File: src/rtl/sle_pkg.sv
`timescale 1ns / 1ps
// Shared types and constants for the sequence list engine.
// No dependencies; sle_ctrl, sle_dpath and the top level import this package.
package sle_pkg;

    localparam int DATA_W      = 16;
    localparam int CMD_W       = 4;
    localparam int IDX_W       = 7;
    localparam int POS_W       = 6;
    localparam int CNT_W       = 7;
    localparam int STS_W       = 2;
    localparam int MAX_RESULTS = 64;

    // command codes
    localparam logic [CMD_W-1:0] CMD_CLEAR     = 4'd0;
    localparam logic [CMD_W-1:0] CMD_INSERT    = 4'd1;
    localparam logic [CMD_W-1:0] CMD_REMOVE_AT = 4'd2;
    localparam logic [CMD_W-1:0] CMD_READ      = 4'd3;
    localparam logic [CMD_W-1:0] CMD_FIND      = 4'd4;
    localparam logic [CMD_W-1:0] CMD_REMOVE_VAL = 4'd5;
    localparam logic [CMD_W-1:0] CMD_DEDUPE    = 4'd6;
    localparam logic [CMD_W-1:0] CMD_REVERSE   = 4'd7;
    localparam logic [CMD_W-1:0] CMD_SORT      = 4'd8;
    localparam logic [CMD_W-1:0] CMD_RUN       = 4'd9;
    localparam logic [CMD_W-1:0] CMD_PARTITION = 4'd10;

    // result status codes
    localparam logic [STS_W-1:0] STS_OK        = 2'd0;
    localparam logic [STS_W-1:0] STS_BAD_INDEX = 2'd1;
    localparam logic [STS_W-1:0] STS_FULL      = 2'd2;
    localparam logic [STS_W-1:0] STS_NOT_FOUND = 2'd3;

    typedef enum logic [5:0] {
        OP_NOP, OP_LOAD, OP_CLEAR,
        OP_INS_INIT, OP_INS_RD, OP_INS_WR, OP_INS_PUT,
        OP_RM_INIT, OP_RM_RD, OP_RM_WR, OP_RM_END,
        OP_SCAN_INIT, OP_RD_I, OP_RD_J,
        OP_FD_EV, OP_RV_EV, OP_SET_LEN_W,
        OP_DD_HOLD, OP_DD_ADD, OP_DD_JEV,
        OP_ST_HOLD, OP_ST_JEV, OP_ST_PUT,
        OP_PC_EV,
        OP_REV_INIT, OP_REV_INIT2, OP_REV_RA, OP_REV_RB, OP_REV_WA, OP_REV_WB,
        OP_RN_HOLD, OP_RN_EV, OP_RD_BST,
        OP_EM_DONE, OP_EM_IDX, OP_EM_FULL, OP_EM_NF, OP_EM_READ, OP_EM_PEND,
        OP_EM_RUN
    } dp_op_t;

    typedef enum logic [5:0] {
        S_IDLE, S_DISPATCH, S_FIN, S_ERR_IDX, S_ERR_FULL, S_ERR_NF,
        S_INS_RD, S_INS_WR, S_INS_PUT,
        S_RM_RD, S_RM_WR, S_RM_END,
        S_RD_RD, S_RD_EM,
        S_FD_RD, S_FD_EV, S_FD_END,
        S_RV_RD, S_RV_EV, S_RV_END,
        S_DD_RD, S_DD_HOLD, S_DD_JRD, S_DD_JEV, S_DD_END,
        S_ST_RD, S_ST_HOLD, S_ST_JRD, S_ST_JEV, S_ST_END,
        S_PC_RD, S_PC_EV,
        S_REV_RA, S_REV_RB, S_REV_WA, S_REV_WB, S_REV_END,
        S_RN_RD0, S_RN_HOLD, S_RN_RD, S_RN_EV, S_RN_EM
    } ctl_state_t;

    typedef struct packed {
        logic [CMD_W-1:0] cmd;
        logic             idx_gt_len;
        logic             idx_ge_len;
        logic             full;
        logic             len_zero;
        logic             i_eq_idx;
        logic             i1_ge_len;
        logic             i_ge_len;
        logic             j_ge_len;
        logic             j_ge_w;
        logic             cap;
        logic             eq_a;
        logic             lo_ge_hi;
        logic             pend;
        logic             phase;
        logic             w_eq_len;
        logic             out_free;
        logic             fd_stall;
    } sle_stat_t;

endpackage

File: src/rtl/sle_ram.sv
`timescale 1ns / 1ps
// Generic single-write, single-read RAM with registered read data.
// No dependencies.
module sle_ram #(
    parameter int WIDTH = 16,
    parameter int DEPTH = 64
) (
    input  logic                     clk,
    input  logic                     we,
    input  logic [$clog2(DEPTH)-1:0] waddr,
    input  logic [WIDTH-1:0]         wdata,
    input  logic                     re,
    input  logic [$clog2(DEPTH)-1:0] raddr,
    output logic [WIDTH-1:0]         rdata
);

    logic [WIDTH-1:0] mem [DEPTH];
    logic [WIDTH-1:0] rdata_reg;

    always_ff @(posedge clk)
    begin
        if (we)
        begin
            mem[waddr] <= wdata;
        end
        if (re)
        begin
            rdata_reg <= mem[raddr];
        end
    end

    assign rdata = rdata_reg;

endmodule

File: src/rtl/sle_ctrl.sv
`timescale 1ns / 1ps
// Command sequencer of the sequence list engine.
// Depends on sle_pkg; drives sle_dpath through one op code per cycle.
module sle_ctrl (
    input  logic               clk,
    input  logic               rst_n,
    input  logic               in_valid,
    output logic               in_ready,
    input  sle_pkg::sle_stat_t stat,
    output sle_pkg::dp_op_t    op
);
    import sle_pkg::*;

    ctl_state_t state_reg;
    ctl_state_t state_next;

    always_ff @(posedge clk or negedge rst_n)
    begin
        if (!rst_n)
        begin
            state_reg <= S_IDLE;
        end
        else
        begin
            state_reg <= state_next;
        end
    end

    always_comb
    begin
        state_next = state_reg;
        op         = OP_NOP;
        in_ready   = 1'b0;
        case (state_reg)
            S_IDLE:
            begin
                in_ready = 1'b1;
                if (in_valid)
                begin
                    op         = OP_LOAD;
                    state_next = S_DISPATCH;
                end
            end
            S_DISPATCH:
            begin
                case (stat.cmd)
                    CMD_CLEAR:
                    begin
                        op         = OP_CLEAR;
                        state_next = S_FIN;
                    end
                    CMD_INSERT:
                    begin
                        if (stat.idx_gt_len)
                        begin
                            state_next = S_ERR_IDX;
                        end
                        else if (stat.full)
                        begin
                            state_next = S_ERR_FULL;
                        end
                        else
                        begin
                            op         = OP_INS_INIT;
                            state_next = S_INS_RD;
                        end
                    end
                    CMD_REMOVE_AT:
                    begin
                        if (stat.idx_ge_len)
                        begin
                            state_next = S_ERR_IDX;
                        end
                        else
                        begin
                            op         = OP_RM_INIT;
                            state_next = S_RM_RD;
                        end
                    end
                    CMD_READ:
                    begin
                        if (stat.idx_ge_len)
                        begin
                            state_next = S_ERR_IDX;
                        end
                        else
                        begin
                            op         = OP_RM_INIT;
                            state_next = S_RD_RD;
                        end
                    end
                    CMD_FIND:
                    begin
                        op         = OP_SCAN_INIT;
                        state_next = S_FD_RD;
                    end
                    CMD_REMOVE_VAL:
                    begin
                        op         = OP_SCAN_INIT;
                        state_next = S_RV_RD;
                    end
                    CMD_DEDUPE:
                    begin
                        op         = OP_SCAN_INIT;
                        state_next = S_DD_RD;
                    end
                    CMD_REVERSE:
                    begin
                        if (stat.len_zero)
                        begin
                            state_next = S_FIN;
                        end
                        else
                        begin
                            op         = OP_REV_INIT;
                            state_next = S_REV_RA;
                        end
                    end
                    CMD_SORT, CMD_PARTITION:
                    begin
                        if (stat.len_zero)
                        begin
                            state_next = S_FIN;
                        end
                        else
                        begin
                            op         = OP_SCAN_INIT;
                            state_next = S_ST_RD;
                        end
                    end
                    CMD_RUN:
                    begin
                        if (stat.len_zero)
                        begin
                            state_next = S_ERR_NF;
                        end
                        else
                        begin
                            op         = OP_SCAN_INIT;
                            state_next = S_RN_RD0;
                        end
                    end
                    default:
                    begin
                        state_next = S_FIN;
                    end
                endcase
            end
            S_FIN:
            begin
                op = OP_EM_DONE;
                if (stat.out_free)
                begin
                    state_next = S_IDLE;
                end
            end
            S_ERR_IDX:
            begin
                op = OP_EM_IDX;
                if (stat.out_free)
                begin
                    state_next = S_IDLE;
                end
            end
            S_ERR_FULL:
            begin
                op = OP_EM_FULL;
                if (stat.out_free)
                begin
                    state_next = S_IDLE;
                end
            end
            S_ERR_NF:
            begin
                op = OP_EM_NF;
                if (stat.out_free)
                begin
                    state_next = S_IDLE;
                end
            end
            S_INS_RD:
            begin
                if (stat.i_eq_idx)
                begin
                    state_next = S_INS_PUT;
                end
                else
                begin
                    op         = OP_INS_RD;
                    state_next = S_INS_WR;
                end
            end
            S_INS_WR:
            begin
                op         = OP_INS_WR;
                state_next = S_INS_RD;
            end
            S_INS_PUT:
            begin
                op         = OP_INS_PUT;
                state_next = S_FIN;
            end
            S_RM_RD:
            begin
                if (stat.i1_ge_len)
                begin
                    state_next = S_RM_END;
                end
                else
                begin
                    op         = OP_RM_RD;
                    state_next = S_RM_WR;
                end
            end
            S_RM_WR:
            begin
                op         = OP_RM_WR;
                state_next = S_RM_RD;
            end
            S_RM_END:
            begin
                op         = OP_RM_END;
                state_next = S_FIN;
            end
            S_RD_RD:
            begin
                op         = OP_RD_I;
                state_next = S_RD_EM;
            end
            S_RD_EM:
            begin
                op = OP_EM_READ;
                if (stat.out_free)
                begin
                    state_next = S_IDLE;
                end
            end
            S_FD_RD:
            begin
                if (stat.i_ge_len || stat.cap)
                begin
                    state_next = S_FD_END;
                end
                else
                begin
                    op         = OP_RD_I;
                    state_next = S_FD_EV;
                end
            end
            S_FD_EV:
            begin
                op = OP_FD_EV;
                if (!stat.fd_stall)
                begin
                    state_next = S_FD_RD;
                end
            end
            S_FD_END:
            begin
                op = stat.pend ? OP_EM_PEND : OP_EM_NF;
                if (stat.out_free)
                begin
                    state_next = S_IDLE;
                end
            end
            S_RV_RD:
            begin
                if (stat.i_ge_len)
                begin
                    state_next = S_RV_END;
                end
                else
                begin
                    op         = OP_RD_I;
                    state_next = S_RV_EV;
                end
            end
            S_RV_EV:
            begin
                op         = OP_RV_EV;
                state_next = S_RV_RD;
            end
            S_RV_END:
            begin
                if (stat.w_eq_len)
                begin
                    state_next = S_ERR_NF;
                end
                else
                begin
                    op         = OP_SET_LEN_W;
                    state_next = S_FIN;
                end
            end
            S_DD_RD:
            begin
                if (stat.i_ge_len)
                begin
                    state_next = S_DD_END;
                end
                else
                begin
                    op         = OP_RD_I;
                    state_next = S_DD_HOLD;
                end
            end
            S_DD_HOLD:
            begin
                op         = OP_DD_HOLD;
                state_next = S_DD_JRD;
            end
            S_DD_JRD:
            begin
                if (stat.j_ge_w)
                begin
                    op         = OP_DD_ADD;
                    state_next = S_DD_RD;
                end
                else
                begin
                    op         = OP_RD_J;
                    state_next = S_DD_JEV;
                end
            end
            S_DD_JEV:
            begin
                op         = OP_DD_JEV;
                state_next = stat.eq_a ? S_DD_RD : S_DD_JRD;
            end
            S_DD_END:
            begin
                op         = OP_SET_LEN_W;
                state_next = S_FIN;
            end
            S_ST_RD:
            begin
                if (stat.i1_ge_len)
                begin
                    state_next = S_ST_END;
                end
                else
                begin
                    op         = OP_RD_I;
                    state_next = S_ST_HOLD;
                end
            end
            S_ST_HOLD:
            begin
                op         = OP_ST_HOLD;
                state_next = S_ST_JRD;
            end
            S_ST_JRD:
            begin
                if (stat.j_ge_len)
                begin
                    op         = OP_ST_PUT;
                    state_next = S_ST_RD;
                end
                else
                begin
                    op         = OP_RD_J;
                    state_next = S_ST_JEV;
                end
            end
            S_ST_JEV:
            begin
                op         = OP_ST_JEV;
                state_next = S_ST_JRD;
            end
            S_ST_END:
            begin
                if (stat.cmd == CMD_PARTITION)
                begin
                    op         = OP_SCAN_INIT;
                    state_next = S_PC_RD;
                end
                else
                begin
                    state_next = S_FIN;
                end
            end
            S_PC_RD:
            begin
                if (stat.i_ge_len)
                begin
                    op         = OP_REV_INIT;
                    state_next = S_REV_RA;
                end
                else
                begin
                    op         = OP_RD_I;
                    state_next = S_PC_EV;
                end
            end
            S_PC_EV:
            begin
                op         = OP_PC_EV;
                state_next = S_PC_RD;
            end
            S_REV_RA:
            begin
                if (stat.lo_ge_hi)
                begin
                    state_next = S_REV_END;
                end
                else
                begin
                    op         = OP_REV_RA;
                    state_next = S_REV_RB;
                end
            end
            S_REV_RB:
            begin
                op         = OP_REV_RB;
                state_next = S_REV_WA;
            end
            S_REV_WA:
            begin
                op         = OP_REV_WA;
                state_next = S_REV_WB;
            end
            S_REV_WB:
            begin
                op         = OP_REV_WB;
                state_next = S_REV_RA;
            end
            S_REV_END:
            begin
                if (stat.cmd == CMD_PARTITION && !stat.phase)
                begin
                    op         = OP_REV_INIT2;
                    state_next = S_REV_RA;
                end
                else
                begin
                    state_next = S_FIN;
                end
            end
            S_RN_RD0:
            begin
                op         = OP_RD_I;
                state_next = S_RN_HOLD;
            end
            S_RN_HOLD:
            begin
                op         = OP_RN_HOLD;
                state_next = S_RN_RD;
            end
            S_RN_RD:
            begin
                if (stat.i_ge_len)
                begin
                    op         = OP_RD_BST;
                    state_next = S_RN_EM;
                end
                else
                begin
                    op         = OP_RD_I;
                    state_next = S_RN_EV;
                end
            end
            S_RN_EV:
            begin
                op         = OP_RN_EV;
                state_next = S_RN_RD;
            end
            S_RN_EM:
            begin
                op = OP_EM_RUN;
                if (stat.out_free)
                begin
                    state_next = S_IDLE;
                end
            end
            default:
            begin
                state_next = S_IDLE;
            end
        endcase
    end

endmodule

File: src/rtl/sle_dpath.sv
`timescale 1ns / 1ps
// Datapath of the sequence list engine: list RAM, walk pointers and result register.
// Depends on sle_pkg and sle_ram; executes the op code from sle_ctrl.
module sle_dpath #(
    parameter int DEPTH = 64
) (
    input  logic                             clk,
    input  logic                             rst_n,
    input  sle_pkg::dp_op_t                  op,
    output sle_pkg::sle_stat_t               stat,
    input  logic [sle_pkg::CMD_W-1:0]        command,
    input  logic [sle_pkg::IDX_W-1:0]        index,
    input  logic signed [sle_pkg::DATA_W-1:0] operand_value,
    output logic                             out_valid,
    input  logic                             out_ready,
    output logic [sle_pkg::STS_W-1:0]        status,
    output logic signed [sle_pkg::DATA_W-1:0] result_value,
    output logic [sle_pkg::POS_W-1:0]        position,
    output logic [sle_pkg::CNT_W-1:0]        count,
    output logic                             last
);
    import sle_pkg::*;

    localparam int AW = $clog2(DEPTH);
    localparam int LW = $clog2(DEPTH + 1);
    localparam int CW = (LW > IDX_W) ? LW : IDX_W;

    // control state
    logic [LW-1:0] len_reg, len_next;
    logic          out_valid_reg, out_valid_next;
    logic          pend_reg, pend_next;
    logic          phase_reg, phase_next;

    // working registers
    logic [CMD_W-1:0]         cmd_reg, cmd_next;
    logic [IDX_W-1:0]         idx_reg, idx_next;
    logic signed [DATA_W-1:0] val_reg, val_next;
    logic signed [DATA_W-1:0] a_reg, a_next;
    logic [LW-1:0]            i_reg, i_next;
    logic [LW-1:0]            j_reg, j_next;
    logic [LW-1:0]            w_reg, w_next;
    logic [LW-1:0]            lo_reg, lo_next;
    logic [LW-1:0]            hi_reg, hi_next;
    logic [LW-1:0]            p_reg, p_next;
    logic [LW-1:0]            pend_pos_reg, pend_pos_next;
    logic [LW-1:0]            best_reg, best_next;
    logic [LW-1:0]            bstart_reg, bstart_next;
    logic [LW-1:0]            cur_reg, cur_next;
    logic [LW-1:0]            cstart_reg, cstart_next;
    logic [CNT_W-1:0]         m_reg, m_next;

    // result register
    logic [STS_W-1:0]         sts_reg, sts_next;
    logic signed [DATA_W-1:0] res_reg, res_next;
    logic [POS_W-1:0]         pos_reg, pos_next;
    logic [CNT_W-1:0]         cnt_reg, cnt_next;
    logic                     last_reg, last_next;

    // RAM port
    logic                     ram_we, ram_re;
    logic [AW-1:0]            ram_wa, ram_ra;
    logic [DATA_W-1:0]        ram_wd, ram_rdata;
    logic signed [DATA_W-1:0] rd;

    logic [LW:0]   i_inc;
    logic [LW-1:0] i_dec;
    logic [LW-1:0] len_dec;
    logic          out_free;
    logic          eq_val;
    logic          eq_a;
    logic [LW-1:0] run_cur;
    logic [LW-1:0] run_cst;

    sle_ram #(
        .WIDTH(DATA_W),
        .DEPTH(DEPTH)
    ) u_ram (
        .clk  (clk),
        .we   (ram_we),
        .waddr(ram_wa),
        .wdata(ram_wd),
        .re   (ram_re),
        .raddr(ram_ra),
        .rdata(ram_rdata)
    );

    assign rd       = ram_rdata;
    assign i_inc    = {1'b0, i_reg} + 1'b1;
    assign i_dec    = i_reg - 1'b1;
    assign len_dec  = len_reg - 1'b1;
    assign out_free = !out_valid_reg || out_ready;
    assign eq_val   = (rd == val_reg);
    assign eq_a     = (rd == a_reg);
    assign run_cur  = eq_a ? cur_reg + 1'b1 : LW'(1);
    assign run_cst  = eq_a ? cstart_reg : i_reg;

    always_comb
    begin
        stat.cmd        = cmd_reg;
        stat.idx_gt_len = CW'(idx_reg) > CW'(len_reg);
        stat.idx_ge_len = CW'(idx_reg) >= CW'(len_reg);
        stat.full       = (len_reg == LW'(DEPTH));
        stat.len_zero   = (len_reg == '0);
        stat.i_eq_idx   = (CW'(i_reg) == CW'(idx_reg));
        stat.i1_ge_len  = (i_inc >= {1'b0, len_reg});
        stat.i_ge_len   = (i_reg >= len_reg);
        stat.j_ge_len   = (j_reg >= len_reg);
        stat.j_ge_w     = (j_reg >= w_reg);
        stat.cap        = (m_reg == CNT_W'(MAX_RESULTS));
        stat.eq_a       = eq_a;
        stat.lo_ge_hi   = (lo_reg >= hi_reg);
        stat.pend       = pend_reg;
        stat.phase      = phase_reg;
        stat.w_eq_len   = (w_reg == len_reg);
        stat.out_free   = out_free;
        stat.fd_stall   = eq_val && pend_reg && !out_free;
    end

    always_comb
    begin
        len_next       = len_reg;
        pend_next      = pend_reg;
        phase_next     = phase_reg;
        cmd_next       = cmd_reg;
        idx_next       = idx_reg;
        val_next       = val_reg;
        a_next         = a_reg;
        i_next         = i_reg;
        j_next         = j_reg;
        w_next         = w_reg;
        lo_next        = lo_reg;
        hi_next        = hi_reg;
        p_next         = p_reg;
        pend_pos_next  = pend_pos_reg;
        best_next      = best_reg;
        bstart_next    = bstart_reg;
        cur_next       = cur_reg;
        cstart_next    = cstart_reg;
        m_next         = m_reg;
        sts_next       = sts_reg;
        res_next       = res_reg;
        pos_next       = pos_reg;
        cnt_next       = cnt_reg;
        last_next      = last_reg;
        out_valid_next = out_valid_reg && !out_ready;
        ram_we         = 1'b0;
        ram_re         = 1'b0;
        ram_wa         = '0;
        ram_ra         = '0;
        ram_wd         = '0;

        case (op)
            OP_LOAD:
            begin
                cmd_next = command;
                idx_next = index;
                val_next = operand_value;
            end
            OP_CLEAR:
            begin
                len_next = '0;
            end
            OP_INS_INIT:
            begin
                i_next = len_reg;
            end
            OP_INS_RD:
            begin
                ram_re = 1'b1;
                ram_ra = i_dec[AW-1:0];
            end
            OP_INS_WR:
            begin
                ram_we = 1'b1;
                ram_wa = i_reg[AW-1:0];
                ram_wd = rd;
                i_next = i_dec;
            end
            OP_INS_PUT:
            begin
                ram_we   = 1'b1;
                ram_wa   = i_reg[AW-1:0];
                ram_wd   = val_reg;
                len_next = len_reg + 1'b1;
            end
            OP_RM_INIT:
            begin
                i_next = LW'(idx_reg);
            end
            OP_RM_RD:
            begin
                ram_re = 1'b1;
                ram_ra = i_inc[AW-1:0];
            end
            OP_RM_WR:
            begin
                ram_we = 1'b1;
                ram_wa = i_reg[AW-1:0];
                ram_wd = rd;
                i_next = i_inc[LW-1:0];
            end
            OP_RM_END:
            begin
                len_next = len_dec;
            end
            OP_SCAN_INIT:
            begin
                i_next    = '0;
                j_next    = '0;
                w_next    = '0;
                p_next    = '0;
                m_next    = '0;
                pend_next = 1'b0;
            end
            OP_RD_I:
            begin
                ram_re = 1'b1;
                ram_ra = i_reg[AW-1:0];
            end
            OP_RD_J:
            begin
                ram_re = 1'b1;
                ram_ra = j_reg[AW-1:0];
            end
            OP_FD_EV:
            begin
                // a match pushes out the previous one, which is then known not to be last
                if (!eq_val)
                begin
                    i_next = i_inc[LW-1:0];
                end
                else if (!pend_reg || out_free)
                begin
                    if (pend_reg)
                    begin
                        out_valid_next = 1'b1;
                        sts_next       = STS_OK;
                        res_next       = val_reg;
                        pos_next       = POS_W'(pend_pos_reg);
                        cnt_next       = CNT_W'(len_reg);
                        last_next      = 1'b0;
                    end
                    pend_next     = 1'b1;
                    pend_pos_next = i_reg;
                    m_next        = m_reg + 1'b1;
                    i_next        = i_inc[LW-1:0];
                end
            end
            OP_RV_EV:
            begin
                if (!eq_val)
                begin
                    ram_we = 1'b1;
                    ram_wa = w_reg[AW-1:0];
                    ram_wd = rd;
                    w_next = w_reg + 1'b1;
                end
                i_next = i_inc[LW-1:0];
            end
            OP_SET_LEN_W:
            begin
                len_next = w_reg;
            end
            OP_DD_HOLD:
            begin
                a_next = rd;
                j_next = '0;
            end
            OP_DD_ADD:
            begin
                ram_we = 1'b1;
                ram_wa = w_reg[AW-1:0];
                ram_wd = a_reg;
                w_next = w_reg + 1'b1;
                i_next = i_inc[LW-1:0];
            end
            OP_DD_JEV:
            begin
                if (eq_a)
                begin
                    i_next = i_inc[LW-1:0];
                end
                else
                begin
                    j_next = j_reg + 1'b1;
                end
            end
            OP_ST_HOLD:
            begin
                a_next = rd;
                j_next = i_inc[LW-1:0];
            end
            OP_ST_JEV:
            begin
                // hold the running maximum in a, drop the smaller one back at j
                if (a_reg < rd)
                begin
                    ram_we = 1'b1;
                    ram_wa = j_reg[AW-1:0];
                    ram_wd = a_reg;
                    a_next = rd;
                end
                j_next = j_reg + 1'b1;
            end
            OP_ST_PUT:
            begin
                ram_we = 1'b1;
                ram_wa = i_reg[AW-1:0];
                ram_wd = a_reg;
                i_next = i_inc[LW-1:0];
            end
            OP_PC_EV:
            begin
                if (rd >= val_reg)
                begin
                    p_next = p_reg + 1'b1;
                end
                i_next = i_inc[LW-1:0];
            end
            OP_REV_INIT:
            begin
                lo_next    = '0;
                hi_next    = len_dec;
                phase_next = 1'b0;
            end
            OP_REV_INIT2:
            begin
                lo_next    = len_reg - p_reg;
                hi_next    = len_dec;
                phase_next = 1'b1;
            end
            OP_REV_RA:
            begin
                ram_re = 1'b1;
                ram_ra = lo_reg[AW-1:0];
            end
            OP_REV_RB:
            begin
                a_next = rd;
                ram_re = 1'b1;
                ram_ra = hi_reg[AW-1:0];
            end
            OP_REV_WA:
            begin
                ram_we = 1'b1;
                ram_wa = lo_reg[AW-1:0];
                ram_wd = rd;
            end
            OP_REV_WB:
            begin
                ram_we  = 1'b1;
                ram_wa  = hi_reg[AW-1:0];
                ram_wd  = a_reg;
                lo_next = lo_reg + 1'b1;
                hi_next = hi_reg - 1'b1;
            end
            OP_RN_HOLD:
            begin
                a_next      = rd;
                i_next      = LW'(1);
                best_next   = LW'(1);
                bstart_next = '0;
                cur_next    = LW'(1);
                cstart_next = '0;
            end
            OP_RN_EV:
            begin
                cur_next    = run_cur;
                cstart_next = run_cst;
                if (run_cur > best_reg)
                begin
                    best_next   = run_cur;
                    bstart_next = run_cst;
                end
                a_next = rd;
                i_next = i_inc[LW-1:0];
            end
            OP_RD_BST:
            begin
                ram_re = 1'b1;
                ram_ra = bstart_reg[AW-1:0];
            end
            OP_EM_DONE, OP_EM_IDX, OP_EM_FULL, OP_EM_NF:
            begin
                if (out_free)
                begin
                    out_valid_next = 1'b1;
                    res_next       = '0;
                    pos_next       = '0;
                    cnt_next       = CNT_W'(len_reg);
                    last_next      = 1'b1;
                    case (op)
                        OP_EM_IDX:  sts_next = STS_BAD_INDEX;
                        OP_EM_FULL: sts_next = STS_FULL;
                        OP_EM_NF:   sts_next = STS_NOT_FOUND;
                        default:    sts_next = STS_OK;
                    endcase
                end
            end
            OP_EM_READ:
            begin
                if (out_free)
                begin
                    out_valid_next = 1'b1;
                    sts_next       = STS_OK;
                    res_next       = rd;
                    pos_next       = POS_W'(i_reg);
                    cnt_next       = CNT_W'(len_reg);
                    last_next      = 1'b1;
                end
            end
            OP_EM_PEND:
            begin
                if (out_free)
                begin
                    out_valid_next = 1'b1;
                    sts_next       = STS_OK;
                    res_next       = val_reg;
                    pos_next       = POS_W'(pend_pos_reg);
                    cnt_next       = CNT_W'(len_reg);
                    last_next      = 1'b1;
                end
            end
            OP_EM_RUN:
            begin
                if (out_free)
                begin
                    out_valid_next = 1'b1;
                    sts_next       = STS_OK;
                    res_next       = rd;
                    pos_next       = POS_W'(bstart_reg);
                    cnt_next       = CNT_W'(best_reg);
                    last_next      = 1'b1;
                end
            end
            default:
            begin
            end
        endcase
    end

    always_ff @(posedge clk or negedge rst_n)
    begin
        if (!rst_n)
        begin
            len_reg       <= '0;
            out_valid_reg <= 1'b0;
            pend_reg      <= 1'b0;
            phase_reg     <= 1'b0;
        end
        else
        begin
            len_reg       <= len_next;
            out_valid_reg <= out_valid_next;
            pend_reg      <= pend_next;
            phase_reg     <= phase_next;
        end
    end

    always_ff @(posedge clk)
    begin
        cmd_reg      <= cmd_next;
        idx_reg      <= idx_next;
        val_reg      <= val_next;
        a_reg        <= a_next;
        i_reg        <= i_next;
        j_reg        <= j_next;
        w_reg        <= w_next;
        lo_reg       <= lo_next;
        hi_reg       <= hi_next;
        p_reg        <= p_next;
        pend_pos_reg <= pend_pos_next;
        best_reg     <= best_next;
        bstart_reg   <= bstart_next;
        cur_reg      <= cur_next;
        cstart_reg   <= cstart_next;
        m_reg        <= m_next;
        sts_reg      <= sts_next;
        res_reg      <= res_next;
        pos_reg      <= pos_next;
        cnt_reg      <= cnt_next;
        last_reg     <= last_next;
    end

    assign out_valid    = out_valid_reg;
    assign status       = sts_reg;
    assign result_value = res_reg;
    assign position     = pos_reg;
    assign count        = cnt_reg;
    assign last         = last_reg;

endmodule

File: src/rtl/sequence_list_engine.sv
`timescale 1ns / 1ps
// Sequence list engine top level: a list of signed 16-bit values driven by commands.
// Depends on sle_pkg, sle_ctrl, sle_dpath (and sle_ram through the datapath).
//
// Usage:
//   Input channel (in_valid/in_ready) carries one command beat: command, index,
//   operand_value. Output channel (out_valid/out_ready) carries result beats:
//   status, result_value, position, count, last. Every command yields one beat
//   except a find with matches, which yields one beat per match (up to 64),
//   last set on the final one.
//   Commands run one at a time; in_ready is high only while the sequencer is idle.
//   Run times grow with the list length and are set by the single read port of the
//   list RAM (registered read).
//   The result beat sits in an output register; the next command beat is taken
//   while it waits. If the receiver stalls, the sequencer holds in its emit step
//   until the register frees up; a find holds its scan between matches.
//   Reset empties the list at once (length zero); RAM contents are left as is
//   and are never read before being written.

module sequence_list_engine #(
    parameter int DEPTH = 64
) (
    input  logic                              clk,
    input  logic                              rst_n,
    input  logic                              in_valid,
    output logic                              in_ready,
    input  logic [sle_pkg::CMD_W-1:0]         command,
    input  logic [sle_pkg::IDX_W-1:0]         index,
    input  logic signed [sle_pkg::DATA_W-1:0] operand_value,
    output logic                              out_valid,
    input  logic                              out_ready,
    output logic [sle_pkg::STS_W-1:0]         status,
    output logic signed [sle_pkg::DATA_W-1:0] result_value,
    output logic [sle_pkg::POS_W-1:0]         position,
    output logic [sle_pkg::CNT_W-1:0]         count,
    output logic                              last
);
    import sle_pkg::*;

    dp_op_t    op;
    sle_stat_t stat;

    // sequencer: one op per cycle, steered by datapath status
    sle_ctrl u_ctrl (
        .clk     (clk),
        .rst_n   (rst_n),
        .in_valid(in_valid),
        .in_ready(in_ready),
        .stat    (stat),
        .op      (op)
    );

    // datapath: list RAM, walk pointers, result register
    sle_dpath #(
        .DEPTH(DEPTH)
    ) u_dpath (
        .clk          (clk),
        .rst_n        (rst_n),
        .op           (op),
        .stat         (stat),
        .command      (command),
        .index        (index),
        .operand_value(operand_value),
        .out_valid    (out_valid),
        .out_ready    (out_ready),
        .status       (status),
        .result_value (result_value),
        .position     (position),
        .count        (count),
        .last         (last)
    );

endmodule
File: config.mk
export PLATFORM = sky130hd
export DESIGN_NAME = sequence_list_engine
export DESIGN_NICKNAME = d
export VERILOG_FILES = /design/src/rtl/sle_pkg.sv /design/src/rtl/sle_ram.sv /design/src/rtl/sle_ctrl.sv /design/src/rtl/sle_dpath.sv /design/src/rtl/sequence_list_engine.sv
export SDC_FILE = /design/constraint.sdc
export NUM_CORES = 2
export LEC_CHECK = 0
export BUFFER_PORTS_ARGS = -buffer_cell sky130_fd_sc_hd__clkbuf_2
export CAP_MARGIN = 20
export CORE_UTILIZATION = 40
export CTS_CLUSTER_DIAMETER = 150
export DETAILED_ROUTE_END_ITERATION = 10
export PLACE_DENSITY = 0.68
export SYNTH_ARGS = -nofsm -noshare
export SYNTH_HDL_FRONTEND = slang
export SYNTH_SLANG_ARGS = --single-unit
File: constraint.sdc
create_clock -name clk -period 4.9 [get_ports clk]
set_input_delay 0.98 -clock clk [delete_from_list [all_inputs] [get_ports clk]]
set_output_delay 0.98 -clock clk [all_outputs]
set_load 0.03 [all_outputs]
==> run_results.csv <==
group,metric,value,unit
floorplan,io_pins,65,
critical_path,cp_common_cell,"buf_4",
timing,tns,-2.01,ns
grt,grt_use_total,25.4,%
clock_tree,path_clk_slew,0.07,ns
cells_and_area,regMostFlops,"u_dpath.u_ram.mem",
grt,first_global_vias,38300,
clock_tree,cts-root-buf,"clkbuf_16",
critical_path,reg2reg_slack,-0.24,ns
critical_path,cp_max_fo,59,
timing,max-slew-margin-rel,24.1,%
yosys,ys_ff_latch,1212,
place,place_area,0.0620,mm²
timing,setup_ws,-0.243,ns
timing,finalClockSkew,0.0398,ns
place,routabilityCongestion,0.978,
critical_path,endpoint_kind,"register",
cells_and_area,drive_gt1_share,25.2,%
yosys,syn-instance-count,4053,
cells_and_area,multi_input_area,0.0177,mm²
outcome,status,"finished with violations",
clock_tree,cts_buffers,130,
yosys,synth_edf_count,1196,
yosys,syn_area_per_cell,13.5,µm²
clock_tree,clock_sinks,1212,
grt,antenna_found_initial,6,
floorplan,die_h,372,µm
cells_and_area,seqCellArea,0.0363,mm²
drt,wl_per_cell,27.5,µm
clock_tree,clock_latency,0.76,ns
power,p_leak,25.3,nW
yosys,ys_seq_area_share,66.3,%
power,ir_drop,0.544,mV
drt,vias,40500,
power,power_density,679,mW/mm²
drt,first_pass_iters,7,
drt,detail-route-antenna-nets,0,
floorplan,coreArea,0.136,mm²
critical_path,cp_slowest_cell,"nor4bb_4",
drt,wirelength,180000,µm
grt,grt_max_degree,102,
power,p_sw_share,39.4,%
cells_and_area,final_util,50.3,%
drt,drc,0,
clock_tree,cts.path.max_buffers,3,
timing,setup_violations,15,
drt,drt_iter0_drc,6464,
drt,viasPerCell,6.18,
timing,fin_crit,5.14,ns
timing,fmax,0.194,GHz
timing,timing.final.max_slew_violations,0,
critical_path,critPathBufInv,4,
clock_tree,htreeDepth,4,
timing,rsz0062_at_grt,"true",
timing,tightest_slew,1.14,ns
clock_tree,cts_tree,"done",
cells_and_area,final_nets,4806,
critical_path,crit_arrival,5.76,ns
power,total_power,46.3,mW
place,portBuffers,64,
power,p_clk_share,20.8,%
place,dp_hpwl,118000,µm
critical_path,required,5.52,ns
yosys,synth.cell_area,0.0547,mm²
yosys,synthesis.nets,4184,
power,p_int,28.1,mW
outcome,violations,"setup timing",
critical_path,criticalPathCategory,"register to register",
yosys,synth_top_area_share,65.6,%
run,maxCapViolCount,0,
yosys,yosysUniqueCellTypes,98,
floorplan,initial_utilization,40.4,%
grt,grt_pass1_wl,259000,µm
yosys,synth_ff_type,"edfxtp_1",
yosys,synth_area_leaders,"edfxtp_1 (66%), mux2i_1 (2.5%), ha_1 (2.3%)",
cells_and_area,synthToLayoutAreaGrowth,24.6,%
grt,overflow,0,
clock_tree,hold_buffers,0,
yosys,synth_common_cells,"edfxtp_1 (1196), nand2_1 (327), nor2_1 (191), nand3_1 (180), clkbuf_1 (172)",
cells_and_area,largest_reg_flops,1024,
yosys,synth_area_leader_cell,"edfxtp_1",
critical_path,worstPathCellList,"ha_4 > xor2_2 > ha_1 > a211o_1 > a31o_4 > a21oi_4 > nand4_1 > and3_4 > a21o_1 > buf_6 > o31ai_4 > a21boi_4 > buf_4 > buf_4 > buf_16 > o2111a_1 > a311oi_1 > nor4bb_4 > or4_1",
yosys,synth-warning-count,0,
yosys,async_reset_ff_share,1.32,%
yosys,yosysMostFrequentCell,"edfxtp_1",
critical_path,start_kind,"register",
power,comb_power_share,49.0,%
critical_path,slowest_delay,0.58,ns
floorplan,rows,135,
timing,fin_crit_sh,105,%
cells_and_area,fin_area,0.0682,mm²
power,power.share.sequential,30.2,%
critical_path,path_delay_family,"compound AO/OA/AOI/OAI gates",
place,pre_cts_ws,-0.824,ns
timing,hold_violations,0,
power,switchingPower,18.2,mW
floorplan,fp.dieW,372,µm
floorplan,dieArea,0.138,mm²
min_path,hold_class,"input port to async pin",
cells_and_area,fillCellCount,11200,
## metrics by stage
step	std cells	hold WS [ns]
2_1_floorplan	4053	0.451
3_3_place_gp	6257	0.539
3_5_place_dp	6257	0.543
4_1_cts	6511	0.192
5_1_grt	6555	0.227
6_report	6556	0.206
## path summary, 6_finish.rpt
kind | startpoint | to | cells past startpoint
min in group clk | command[0] | u_dpath.cmd_reg[0] | 1
setup / recovery | u_dpath.i_reg[0] | u_dpath.u_ram.rdata[15] | 19
hold / removal | rst_n | u_dpath.pend_reg | 1
setup reg to reg | u_dpath.i_reg[0] | u_dpath.u_ram.rdata[15] | 19
max in group asynchronous | rst_n | u_ctrl.state_reg[4] | 1
hold reg to reg | u_dpath.pend_pos_reg[3] | u_dpath.position[3] | 2
## cells by family (layout without fill, tap and decap cells)
kind of cell | after synthesis | in the layout | share of synthesized area [%]
flops | 1212 | 1212 | 66.3
simple gates | 1062 | 1062 | 9.70
compound gates | 978 | 978 | 13.6
buf+inv | 447 | 1168 | 3.46
mux | 179 | 179 | 3.37
fa+ha+maj | 102 | 102 | 2.34
xor+xnor | 73 | 73 | 1.17
other cells | 0 | 1 | 0
## power by group through the flow
| stage | Combinational (mW) | Sequential [mW] | Clock (mW) |
|---|---|---|---|
| 2_1_floorplan | 10.2 | 14.3 | 0 |
| 3_3_place_gp | 19.6 | 14.1 | 0 |
| 3_5_place_dp | 19.8 | 14.2 | 0 |
| 4_1_cts | 20.8 | 13.9 | 9.71 |
| 5_1_grt | 23.7 | 14.0 | 10.1 |
| 6_report | 22.7 | 14.0 | 9.63 |
## worst register-to-register path: stages, from the launching register on
cell and delay [ns]:
edfxtp_1 0.48, ha_4 0.22, xor2_2 0.18, ha_1 0.29, a211o_1 0.27, a31o_4 0.22, a21oi_4 0.21, nand4_1 0.21
and3_4 0.27, a21o_1 0.20, buf_6 0.15, o31ai_4 0.25, a21boi_4 0.10, buf_4 0.15, buf_4 0.17, buf_16 0.20
o2111a_1 0.36, a311oi_1 0.30, nor4bb_4 0.58, or4_1 0.21
## metal layers
| layer | vias to the layer above | track usage, % | share of wire, % |
|---|---|---|---|
| li1 | 17300 | - | - |
| met1 | 20100 | 34.6 | 39 |
| met2 | 2636 | 39.1 | 45 |
| met3 | 434 | 5.80 | 12 |
| met4 | 6 | 10.3 | 4.0 |
| met5 | - | 0 | 0.031 |
## cells in the final DEF, fill, tap and decap left out, types with 55 or more instances in the layout
cell type,synthesis,routed
and3_1,108,106
a21oi_1,94,77
mux2i_1,139,133
o21ai_0,171,152
edfxtp_1,1196,1196
nor2_1,191,185
nand3_1,180,177
clkbuf_2,1,64
buf_4,10,575
clkbuf_16,0,141
buf_12,0,86
a221oi_1,101,84
ha_1,99,97
nand2_1,327,323
inv_1,150,133
o211a_1,56,55
## layout make-up
class | count | area share [%]
Antenna cell | 1 | 0.00367
Clock buffer | 158 | 5.06
Clock inverter | 73 | 0.965
Inverter | 152 | 0.837
Multi-Input combinational cell | 2394 | 26.0
Sequential cell | 1212 | 53.3
Tap cell | 1781 | 3.27
Timing Repair Buffer | 785 | 10.6
## what timing repair did
action / CTS / global route
buffers inserted: 22 / 40
cloned: 1 / 7
resized for setup: 109 / 187
pin swaps: 18 / 40
endpoints found under the setup margin: 16 / 16
Note: power is estimated with default switching activity, not from simulation.
